<file path="src/rtl/gtass_pkg.sv">
// gtass_pkg: types, constants and codes shared by the three-axis sample smoother
// no dependencies
package gtass_pkg;

	localparam int unsigned SMP_W         = 16;
	localparam int unsigned WEIGHT_W      = 17;
	localparam int unsigned CNT_W         = 4;
	localparam int unsigned NUM_AXES      = 3;
	localparam int unsigned NUM_SENS      = 3;
	localparam int unsigned NUM_AVG       = 9;
	localparam int unsigned SLOT_W        = 4;
	localparam int unsigned SENS_W        = 2;
	localparam int unsigned MAX_SAMPLES_DEF = 10;

	localparam logic [WEIGHT_W-1:0] Q16_ONE      = WEIGHT_W'(65536);
	localparam logic [WEIGHT_W-1:0] WEIGHT_RESET = WEIGHT_W'(5898);
	localparam logic signed [SMP_W-1:0] AVG_RESET = SMP_W'(1);

	// per-sensor counter indexes
	localparam logic [SENS_W-1:0] SENS_ACCEL = 2'd0;
	localparam logic [SENS_W-1:0] SENS_GYRO  = 2'd1;
	localparam logic [SENS_W-1:0] SENS_MAG   = 2'd2;

	// first slot of each sensor in the average arrays
	localparam logic [SLOT_W-1:0] GYRO_BASE  = 4'd0;
	localparam logic [SLOT_W-1:0] ACCEL_BASE = 4'd3;
	localparam logic [SLOT_W-1:0] MAG_BASE   = 4'd6;

	typedef enum logic [1:0] {
		MODE_ACCEL = 2'd0,
		MODE_GYRO  = 2'd1,
		MODE_MAG   = 2'd2,
		MODE_TICK  = 2'd3
	} mode_t;

	typedef struct packed {
		mode_t                    mode;
		logic signed [SMP_W-1:0]  sample_x;
		logic signed [SMP_W-1:0]  sample_y;
		logic signed [SMP_W-1:0]  sample_z;
	} sample_t;

	typedef struct packed {
		logic                     no_data_alarm;
		logic signed [SMP_W-1:0]  gyro_x;
		logic signed [SMP_W-1:0]  gyro_y;
		logic signed [SMP_W-1:0]  gyro_z;
		logic signed [SMP_W-1:0]  accel_x;
		logic signed [SMP_W-1:0]  accel_y;
		logic signed [SMP_W-1:0]  accel_z;
		logic signed [SMP_W-1:0]  mag_x;
		logic signed [SMP_W-1:0]  mag_y;
		logic signed [SMP_W-1:0]  mag_z;
	} result_t;

	// one item leaving the input register
	typedef struct packed {
		logic    go;
		sample_t item;
	} step_t;

endpackage

</file>
<file path="src/rtl/gtass_ema.sv">
// gtass_ema: one axis of the exponential average, y = trunc((1-w)*s + w*x)
// depends on gtass_pkg
module gtass_ema (
	input  logic [gtass_pkg::WEIGHT_W-1:0]      weight,
	input  logic signed [gtass_pkg::SMP_W-1:0]  avg,
	input  logic signed [gtass_pkg::SMP_W-1:0]  smp,
	output logic signed [gtass_pkg::SMP_W-1:0]  y
);
	import gtass_pkg::*;

	localparam int unsigned DIFF_W = SMP_W + 1;
	localparam int unsigned ACC_W  = DIFF_W + WEIGHT_W + 1;

	logic signed [DIFF_W-1:0]   diff;
	logic signed [WEIGHT_W:0]   w_s;
	logic signed [ACC_W-1:0]    prod;
	logic signed [ACC_W-1:0]    acc;
	logic signed [ACC_W-17:0]   quo;
	logic signed [ACC_W-17:0]   quo_rz;

	// (1-w)*s + w*x rewritten as s*65536 + w*(x-s)
	assign diff = DIFF_W'(smp) - DIFF_W'(avg);
	assign w_s  = $signed({1'b0, weight});
	assign prod = ACC_W'(w_s) * ACC_W'(diff);
	assign acc  = prod + {{(ACC_W-SMP_W-16){avg[SMP_W-1]}}, avg, 16'h0000};

	// round toward zero
	assign quo    = acc[ACC_W-1:16];
	assign quo_rz = (acc[ACC_W-1] && (acc[15:0] != 16'h0000)) ? quo + (ACC_W-16)'(1) : quo;
	assign y      = quo_rz[SMP_W-1:0];

endmodule

</file>
<file path="src/rtl/gtass_state.sv">
// gtass_state: averages, held magnetometer reading, period counters and weight
// depends on gtass_pkg and gtass_ema
module gtass_state #(
	parameter int unsigned MAX_SAMPLES = gtass_pkg::MAX_SAMPLES_DEF
) (
	input  logic                           clk,
	input  logic                           arst_n,
	input  gtass_pkg::step_t               step,
	input  logic                           cfg_we,
	input  logic [gtass_pkg::WEIGHT_W-1:0] cfg_weight,
	output gtass_pkg::result_t             next_result
);
	import gtass_pkg::*;

	logic signed [SMP_W-1:0] comm_q [NUM_AVG];
	logic signed [SMP_W-1:0] tent_q [NUM_AVG];
	logic signed [SMP_W-1:0] held_q [NUM_AXES];
	logic [CNT_W-1:0]        cnt_q  [NUM_SENS];
	logic [WEIGHT_W-1:0]     weight_q;

	logic                    is_tick;
	logic [SENS_W-1:0]       sens;
	logic [SLOT_W-1:0]       base;
	logic                    has_room;
	logic                    mag_empty;
	logic                    alarm;
	logic signed [SMP_W-1:0] samp   [NUM_AXES];
	logic signed [SMP_W-1:0] ema_s  [NUM_AXES];
	logic signed [SMP_W-1:0] ema_x  [NUM_AXES];
	logic signed [SMP_W-1:0] ema_y  [NUM_AXES];
	logic signed [SMP_W-1:0] comm_d [NUM_AVG];
	logic [NUM_AVG*SMP_W-1:0] comm_flat;
	logic                    tent_match;

	assign is_tick = (step.item.mode == MODE_TICK);
	assign samp[0] = step.item.sample_x;
	assign samp[1] = step.item.sample_y;
	assign samp[2] = step.item.sample_z;

	always_comb begin
		unique case (step.item.mode)
			MODE_ACCEL: begin
				sens = SENS_ACCEL;
				base = ACCEL_BASE;
			end
			MODE_GYRO: begin
				sens = SENS_GYRO;
				base = GYRO_BASE;
			end
			MODE_MAG, MODE_TICK: begin
				sens = SENS_MAG;
				base = MAG_BASE;
			end
			default: begin
				sens = SENS_MAG;
				base = MAG_BASE;
			end
		endcase
	end

	assign has_room  = (cnt_q[sens] < CNT_W'(MAX_SAMPLES));
	assign mag_empty = (cnt_q[SENS_MAG] == '0);
	assign alarm     = (cnt_q[SENS_ACCEL] == '0) || (cnt_q[SENS_GYRO] == '0);

	// one shared unit per axis: sample update, or held reading on a tick
	for (genvar a = 0; a < NUM_AXES; a++) begin : g_axis
		assign ema_s[a] = tent_q[base + SLOT_W'(a)];
		assign ema_x[a] = is_tick ? held_q[a] : samp[a];

		gtass_ema u_ema (
			.weight (weight_q),
			.avg    (ema_s[a]),
			.smp    (ema_x[a]),
			.y      (ema_y[a])
		);
	end

	always_comb begin
		for (int i = 0; i < NUM_AVG; i++) begin
			comm_d[i] = alarm ? comm_q[i] : tent_q[i];
		end
		if (!alarm && mag_empty) begin
			for (int a = 0; a < NUM_AXES; a++) begin
				comm_d[MAG_BASE + SLOT_W'(a)] = ema_y[a];
			end
		end
	end

	always_comb begin
		next_result.no_data_alarm = alarm;
		next_result.gyro_x  = comm_d[GYRO_BASE + 4'd0];
		next_result.gyro_y  = comm_d[GYRO_BASE + 4'd1];
		next_result.gyro_z  = comm_d[GYRO_BASE + 4'd2];
		next_result.accel_x = comm_d[ACCEL_BASE + 4'd0];
		next_result.accel_y = comm_d[ACCEL_BASE + 4'd1];
		next_result.accel_z = comm_d[ACCEL_BASE + 4'd2];
		next_result.mag_x   = comm_d[MAG_BASE + 4'd0];
		next_result.mag_y   = comm_d[MAG_BASE + 4'd1];
		next_result.mag_z   = comm_d[MAG_BASE + 4'd2];
	end

	always_ff @(posedge clk or negedge arst_n) begin
		if (!arst_n) begin
			for (int i = 0; i < NUM_AVG; i++) begin
				comm_q[i] <= AVG_RESET;
				tent_q[i] <= AVG_RESET;
			end
			for (int i = 0; i < NUM_AXES; i++) begin
				held_q[i] <= '0;
			end
			for (int i = 0; i < NUM_SENS; i++) begin
				cnt_q[i] <= '0;
			end
			weight_q <= WEIGHT_RESET;
		end else begin
			if (cfg_we) begin
				weight_q <= (cfg_weight > Q16_ONE) ? Q16_ONE : cfg_weight;
			end
			if (step.go) begin
				if (is_tick) begin
					// after a tick tentative and committed agree either way
					for (int i = 0; i < NUM_AVG; i++) begin
						comm_q[i] <= comm_d[i];
						tent_q[i] <= comm_d[i];
					end
					for (int i = 0; i < NUM_SENS; i++) begin
						cnt_q[i] <= '0;
					end
				end else if (has_room) begin
					cnt_q[sens] <= cnt_q[sens] + CNT_W'(1);
					for (int a = 0; a < NUM_AXES; a++) begin
						tent_q[base + SLOT_W'(a)] <= ema_y[a];
					end
					if (step.item.mode == MODE_MAG) begin
						for (int a = 0; a < NUM_AXES; a++) begin
							held_q[a] <= samp[a];
						end
					end
				end
			end
		end
	end

	always_comb begin
		tent_match = 1'b1;
		for (int i = 0; i < NUM_AVG; i++) begin
			comm_flat[i*SMP_W +: SMP_W] = comm_q[i];
			if (tent_q[i] != comm_q[i]) begin
				tent_match = 1'b0;
			end
		end
	end

`ifndef NO_ASSERTIONS
	a_cnt_bound: assert property (@(posedge clk) disable iff (!arst_n)
		(cnt_q[0] <= CNT_W'(MAX_SAMPLES)) && (cnt_q[1] <= CNT_W'(MAX_SAMPLES)) &&
		(cnt_q[2] <= CNT_W'(MAX_SAMPLES)))
		else $error("period sample count above limit");

	a_tick_clears: assert property (@(posedge clk) disable iff (!arst_n)
		step.go && is_tick |=> (cnt_q[0] == '0) && (cnt_q[1] == '0) && (cnt_q[2] == '0))
		else $error("tick did not clear sample counts");

	a_tick_sync: assert property (@(posedge clk) disable iff (!arst_n)
		step.go && is_tick |=> tent_match)
		else $error("tentative averages differ from committed after tick");

	a_comm_hold: assert property (@(posedge clk) disable iff (!arst_n)
		!(step.go && is_tick) |=> $stable(comm_flat))
		else $error("committed averages changed without tick");

	a_alarm_hold: assert property (@(posedge clk) disable iff (!arst_n)
		step.go && is_tick && alarm |=> $stable(comm_flat))
		else $error("committed averages changed on alarm tick");
`endif

endmodule

</file>
<file path="src/rtl/gated_three_axis_sample_smoother.sv">
// gated_three_axis_sample_smoother: one transaction per cycle unless a tick must wait
// for a free result register; each item is one pass through the three
// per-axis multiply-add units between the input register and the result register
// only ticks produce a result; samples update internal state and produce none
// arst_n clears averages to one, held reading and counts to zero, weight to 5898
// depends on gtass_pkg and gtass_state
module gated_three_axis_sample_smoother #(
	parameter int unsigned MAX_SAMPLES = gtass_pkg::MAX_SAMPLES_DEF
) (
	input  logic                           clk,
	input  logic                           arst_n,
	input  logic                           sample_valid,
	output logic                           sample_ready,
	input  gtass_pkg::sample_t             sample,
	output logic                           result_valid,
	input  logic                           result_ready,
	output gtass_pkg::result_t             result,
	input  logic                           cfg_valid,
	output logic                           cfg_ready,
	input  logic [gtass_pkg::WEIGHT_W-1:0] cfg_data
);
	import gtass_pkg::*;

	logic     valid_s1;
	sample_t  item_s1;
	logic     go_s1;
	logic     tick_s1;
	logic     out_free;
	logic     result_valid_q;
	result_t  result_q;
	result_t  next_result;
	step_t    step;

	assign out_free     = !result_valid_q || result_ready;
	assign tick_s1      = (item_s1.mode == MODE_TICK);
	assign go_s1        = valid_s1 && (!tick_s1 || out_free);
	assign sample_ready = !valid_s1 || go_s1;
	assign cfg_ready    = 1'b1;

	assign step.go   = go_s1;
	assign step.item = item_s1;

	always_ff @(posedge clk or negedge arst_n) begin
		if (!arst_n) begin
			valid_s1 <= 1'b0;
		end else if (sample_ready) begin
			valid_s1 <= sample_valid;
		end
	end

	always_ff @(posedge clk) begin
		if (sample_valid && sample_ready) begin
			item_s1 <= sample;
		end
	end

	gtass_state #(
		.MAX_SAMPLES (MAX_SAMPLES)
	) u_state (
		.clk         (clk),
		.arst_n      (arst_n),
		.step        (step),
		.cfg_we      (cfg_valid && cfg_ready),
		.cfg_weight  (cfg_data),
		.next_result (next_result)
	);

	always_ff @(posedge clk or negedge arst_n) begin
		if (!arst_n) begin
			result_valid_q <= 1'b0;
		end else if (out_free) begin
			result_valid_q <= go_s1 && tick_s1;
		end
	end

	always_ff @(posedge clk) begin
		if (go_s1 && tick_s1) begin
			result_q <= next_result;
		end
	end

	assign result_valid = result_valid_q;
	assign result       = result_q;

endmodule
</file>
<file path="config.mk">
export PLATFORM = sky130hd
export DESIGN_NAME = gated_three_axis_sample_smoother
export DESIGN_NICKNAME = d
export VERILOG_FILES = /design/src/rtl/gtass_pkg.sv /design/src/rtl/gtass_ema.sv /design/src/rtl/gtass_state.sv /design/src/rtl/gated_three_axis_sample_smoother.sv
export SDC_FILE = /design/constraint.sdc
export NUM_CORES = 2
export LEC_CHECK = 0
export ABC_AREA = 0
export ABC_CLOCK_PERIOD_IN_PS = 10800
export BUFFER_PORTS_ARGS = -buffer_cell sky130_fd_sc_hd__buf_2
export CELL_PAD_IN_SITES_DETAIL_PLACEMENT = 2
export CELL_PAD_IN_SITES_GLOBAL_PLACEMENT = 2
export CORE_MARGIN = 4
export CORE_UTILIZATION = 38
export DETAILED_ROUTE_END_ITERATION = 8
export GPL_ROUTABILITY_DRIVEN = 0
export HOLD_SLACK_MARGIN = 0.12
export MAX_ROUTING_LAYER = met4
export PLACE_DENSITY_LB_ADDON = 0.1
export SYNTH_ARGS = -nofsm -noshare
export SYNTH_HDL_FRONTEND = slang
export SYNTH_HIERARCHICAL = 1
export SYNTH_SLANG_ARGS = --single-unit
</file>
<file path="constraint.sdc">
create_clock -name clk -period 10.8 [get_ports clk]
set_input_delay 1.62 -clock clk [delete_from_list [all_inputs] [get_ports clk]]
set_output_delay 1.62 -clock clk [all_outputs]
set_load 0.05 [all_outputs]
</file>
==> qor.csv <==
stage,metric,value,unit
clocking,clk_pin_slew,0.07,ns
clocking,hold_buffers,0,
min_path,hold_path_depth,2,
timing,finClkSkew,0.0839,ns
finish,drive_above_1_share,31.4,%
finish,fin_util,49.3,%
route,final_antenna_net_count,0,
clocking,clk_latency,0.77,ns
die,dieArea,0.176,sq mm
global_route,antenna_found_initial,12,
synthesis,synth_edf_count,195,
setup_path,critPathLaunchType,register,
synthesis,synth.avg_cell_area,9.62,sq um
synthesis,ys_seq_area_share,23.4,%
timing,slew_headroom,2.21,%
route,drc_errors,1,
setup_path,critPathTopFamily,adder cells,
timing,setup_slack,-0.980,ns
die,core,0.168,sq mm
die,chipHeight,420,um
synthesis,yosysWarningCount,6,
clocking,numCtsBuffers,72,
timing,rsz0062_at_grt,true,
synthesis,yosysTopAreaCell,fa_1,
synthesis,synth_area_leaders,"fa_1 23%, dfrtp_1 13%, ha_1 9.1%, edfxtp_1 9.1%, inv_1 6.7%",
global_route,grt-ovfl-total,0,
synthesis,synth.distinct_cells,124,
finish,nets,9070,
clocking,htree_levels,3,
setup_path,critPathMaxFanout,7,
outcome,violations,"DRC, setup timing",
synthesis,syn_nets,7981,
setup_path,path_common_cell,buf_4,
route,num_vias,58407,
synthesis,syn_inst,6711,
clocking,clockBufferDepth,3,
die,boundaryPins,220,
die,die_w,420,um
clocking,cts_tree,done,
run,max_cap_violations,0,
setup_path,max_stage_delay,0.61,ns
timing,hold_viol_final,0,
setup_path,path_class,reg -> reg,
finish,syn_to_final_growth,28.3,%
synthesis,ys_seq_elements,562,
timing,setup_violations,227,
global_route,grt_use_total,34.0,%
clocking,cts-root-buf,clkbuf_16,
outcome,status,finished with violations,
die,core.rowCount,150,
route,routedWlPerCell,31.0,um
timing,worst_pin_slew,1.46,ns
timing,finalCritPeriodShare,109,%
synthesis,yosysTopAreaCellShare,22.6,%
setup_path,slowest_stage,fa_2,
finish,layout_commonest_cell,inv_1,
setup_path,worstPathRequired,11.36,ns
setup_path,crit_buf_inv,14,
global_route,grt_first_pass_wirelength,435000,um
placed_design,port_buffers,218,
timing,fmax,84.9,MHz
timing,drv_slew,0,
setup_path,worstSetupPathDepth,48,
die,initial_core_util,38.4,%
setup_path,worstRegToRegCells,48,
setup_path,critPathArrivalTime,12.35,ns
synthesis,syn_area,0.0645,sq mm
clocking,cts_num_sinks,562,
placed_design,dp_hpwl,218000,um
finish,final_cell_mix,"1121 x inv_1, 967 x buf_4, 926 x nand2_1",
finish,fillCellCount,17303,
global_route,grt_max_degree,110,
synthesis,async_reset_ff_share,65.3,%
route,drt_wl_total,312000,um
setup_path,cp-end-kind,register,
min_path,hp-class,reg -> reg,
route,first_iter_violations,5493,
synthesis,synth_ff_type,dfrtp_1,
timing,finalCriticalPeriod,11.78,ns
route,vias_per_cell,5.80,
global_route,grt_pass1_vias,65227,
route,drt_pass1_iterations,9,
-- cells in the mapped netlist, drive strengths merged (36+ instances only) --
cell type / instances
a311oi: 36
and3: 68
inv: 1149
a222oi: 88
ha: 469
dfrtp: 343
nor3: 75
clkbuf: 289
mux2i: 112
and2: 282
a21oi: 177
xnor2: 103
buf: 80
xor2: 45
o21ai: 209
nor2: 211
mux4: 64
mux2: 314
nor2b: 116
fa: 729
nand3: 70
nand2: 957
edfxtp: 195
-- kinds of logic (layout without fill, tap and decap cells) --
family | after synthesis | count (layout) | synth area share (%)
adders and majority gates | 1198 | 1198 | 31.7
DFF | 562 | 562 | 23.4
AOI/OAI and AO/OA | 861 | 861 | 9.47
and+or+nand+nor | 1931 | 1932 | 14.3
buffers and inverters | 1520 | 2665 | 9.24
xor gates and xnor gates | 148 | 149 | 2.02
other | 1 | 12 | 0.00581
muxes | 490 | 490 | 9.93
-- sequential cells by signal, summed over array words and instances, names as in the netlist --
name and cells:
u_state/weight_q 17, u_state/cnt_q 12, u_state/tent_q 144, item_s1 50
result 145, u_state/comm_flat 144, result_valid 1, valid_s1 1
u_state/held_q 48
-- per-stage QoR --
step	TNS, ns	instance area [sq um]	cells	hold WS [ns]	setup WS (ns)
6_report	-85.07	82800	10073	0.476	-0.980
5_1_grt	-146.94	82800	10069	0.485	-1.23
4_1_cts	-1.68	80600	9985	0.477	-0.224
3_5_place_dp	-263.75	74600	9715	0.454	-1.64
3_3_place_gp	-202.01	74600	9715	0.446	-1.33
2_1_floorplan	-0.0711	64800	6711	0.438	-0.0711
-- repair_timing --
action,in CTS,in global routing
endpoints found under the setup margin,240,240
resized for setup,521,339
setup buffers,144,93
gates cloned,3,3
pin swaps,256,199
-- worst reg2reg max path, delay by kind of cell, from the launching register on --
| kind | cells | cell delay [ns] |
|---|---|---|
| muxes | 3 | 0.82 |
| xor gates and xnor gates | 2 | 0.37 |
| and+or+nand+nor | 4 | 0.60 |
| AOI/OAI and AO/OA | 15 | 2.99 |
| DFF | 1 | 0.46 |
| adders and majority gates | 10 | 4.26 |
| buffers and inverters | 14 | 2.19 |
-- routing by layer --
layer  GRT usage (%)  up-vias  part of all wire, %
met1            40.6    30953                   38
li1                -    24170                    -
met2            56.4     2331                   48
met5               -        -                    0
met3            5.09      953                  6.4
met4            16.7        0                  7.1
-- path summary, 6_finish.rpt --
kind	from	end	slack, ns
worst min-delay path	u_state/comm_flat[54]$_DFFE_PN0P_	u_state/comm_flat[54]$_DFFE_PN0P_	0.48
worst min register to register	u_state/comm_flat[54]$_DFFE_PN0P_	u_state/comm_flat[54]$_DFFE_PN0P_	0.48
min in group asynchronous	arst_n	u_state/comm_flat[51]$_DFFE_PN0P_	0.92
worst max-delay path	item_s1[49]$_DFFE_PP_	u_state/tent_q[142]$_DFFE_PN0P_	-0.98
max in group asynchronous	arst_n	u_state/tent_q[15]$_DFFE_PN0P_	7.50
worst max register to register	item_s1[49]$_DFFE_PP_	u_state/tent_q[142]$_DFFE_PN0P_	-0.98
-- layout make-up --
class	count	area [sq um]	area share [%]
Antenna cell	11	27.5	0.0332
Clock buffer	99	1970	2.38
Clock inverter	33	434	0.524
Inverter	1151	4330	5.23
Multi-Input combinational cell	4631	47100	56.9
Sequential cell	562	15100	18.2
Tap cell	2204	2760	3.33
Timing Repair Buffer	1382	11100	13.4
Power is left out: the tool's default activity adds up to more than one toggle a clock period on the data nets, which glitch-free logic cannot reach.
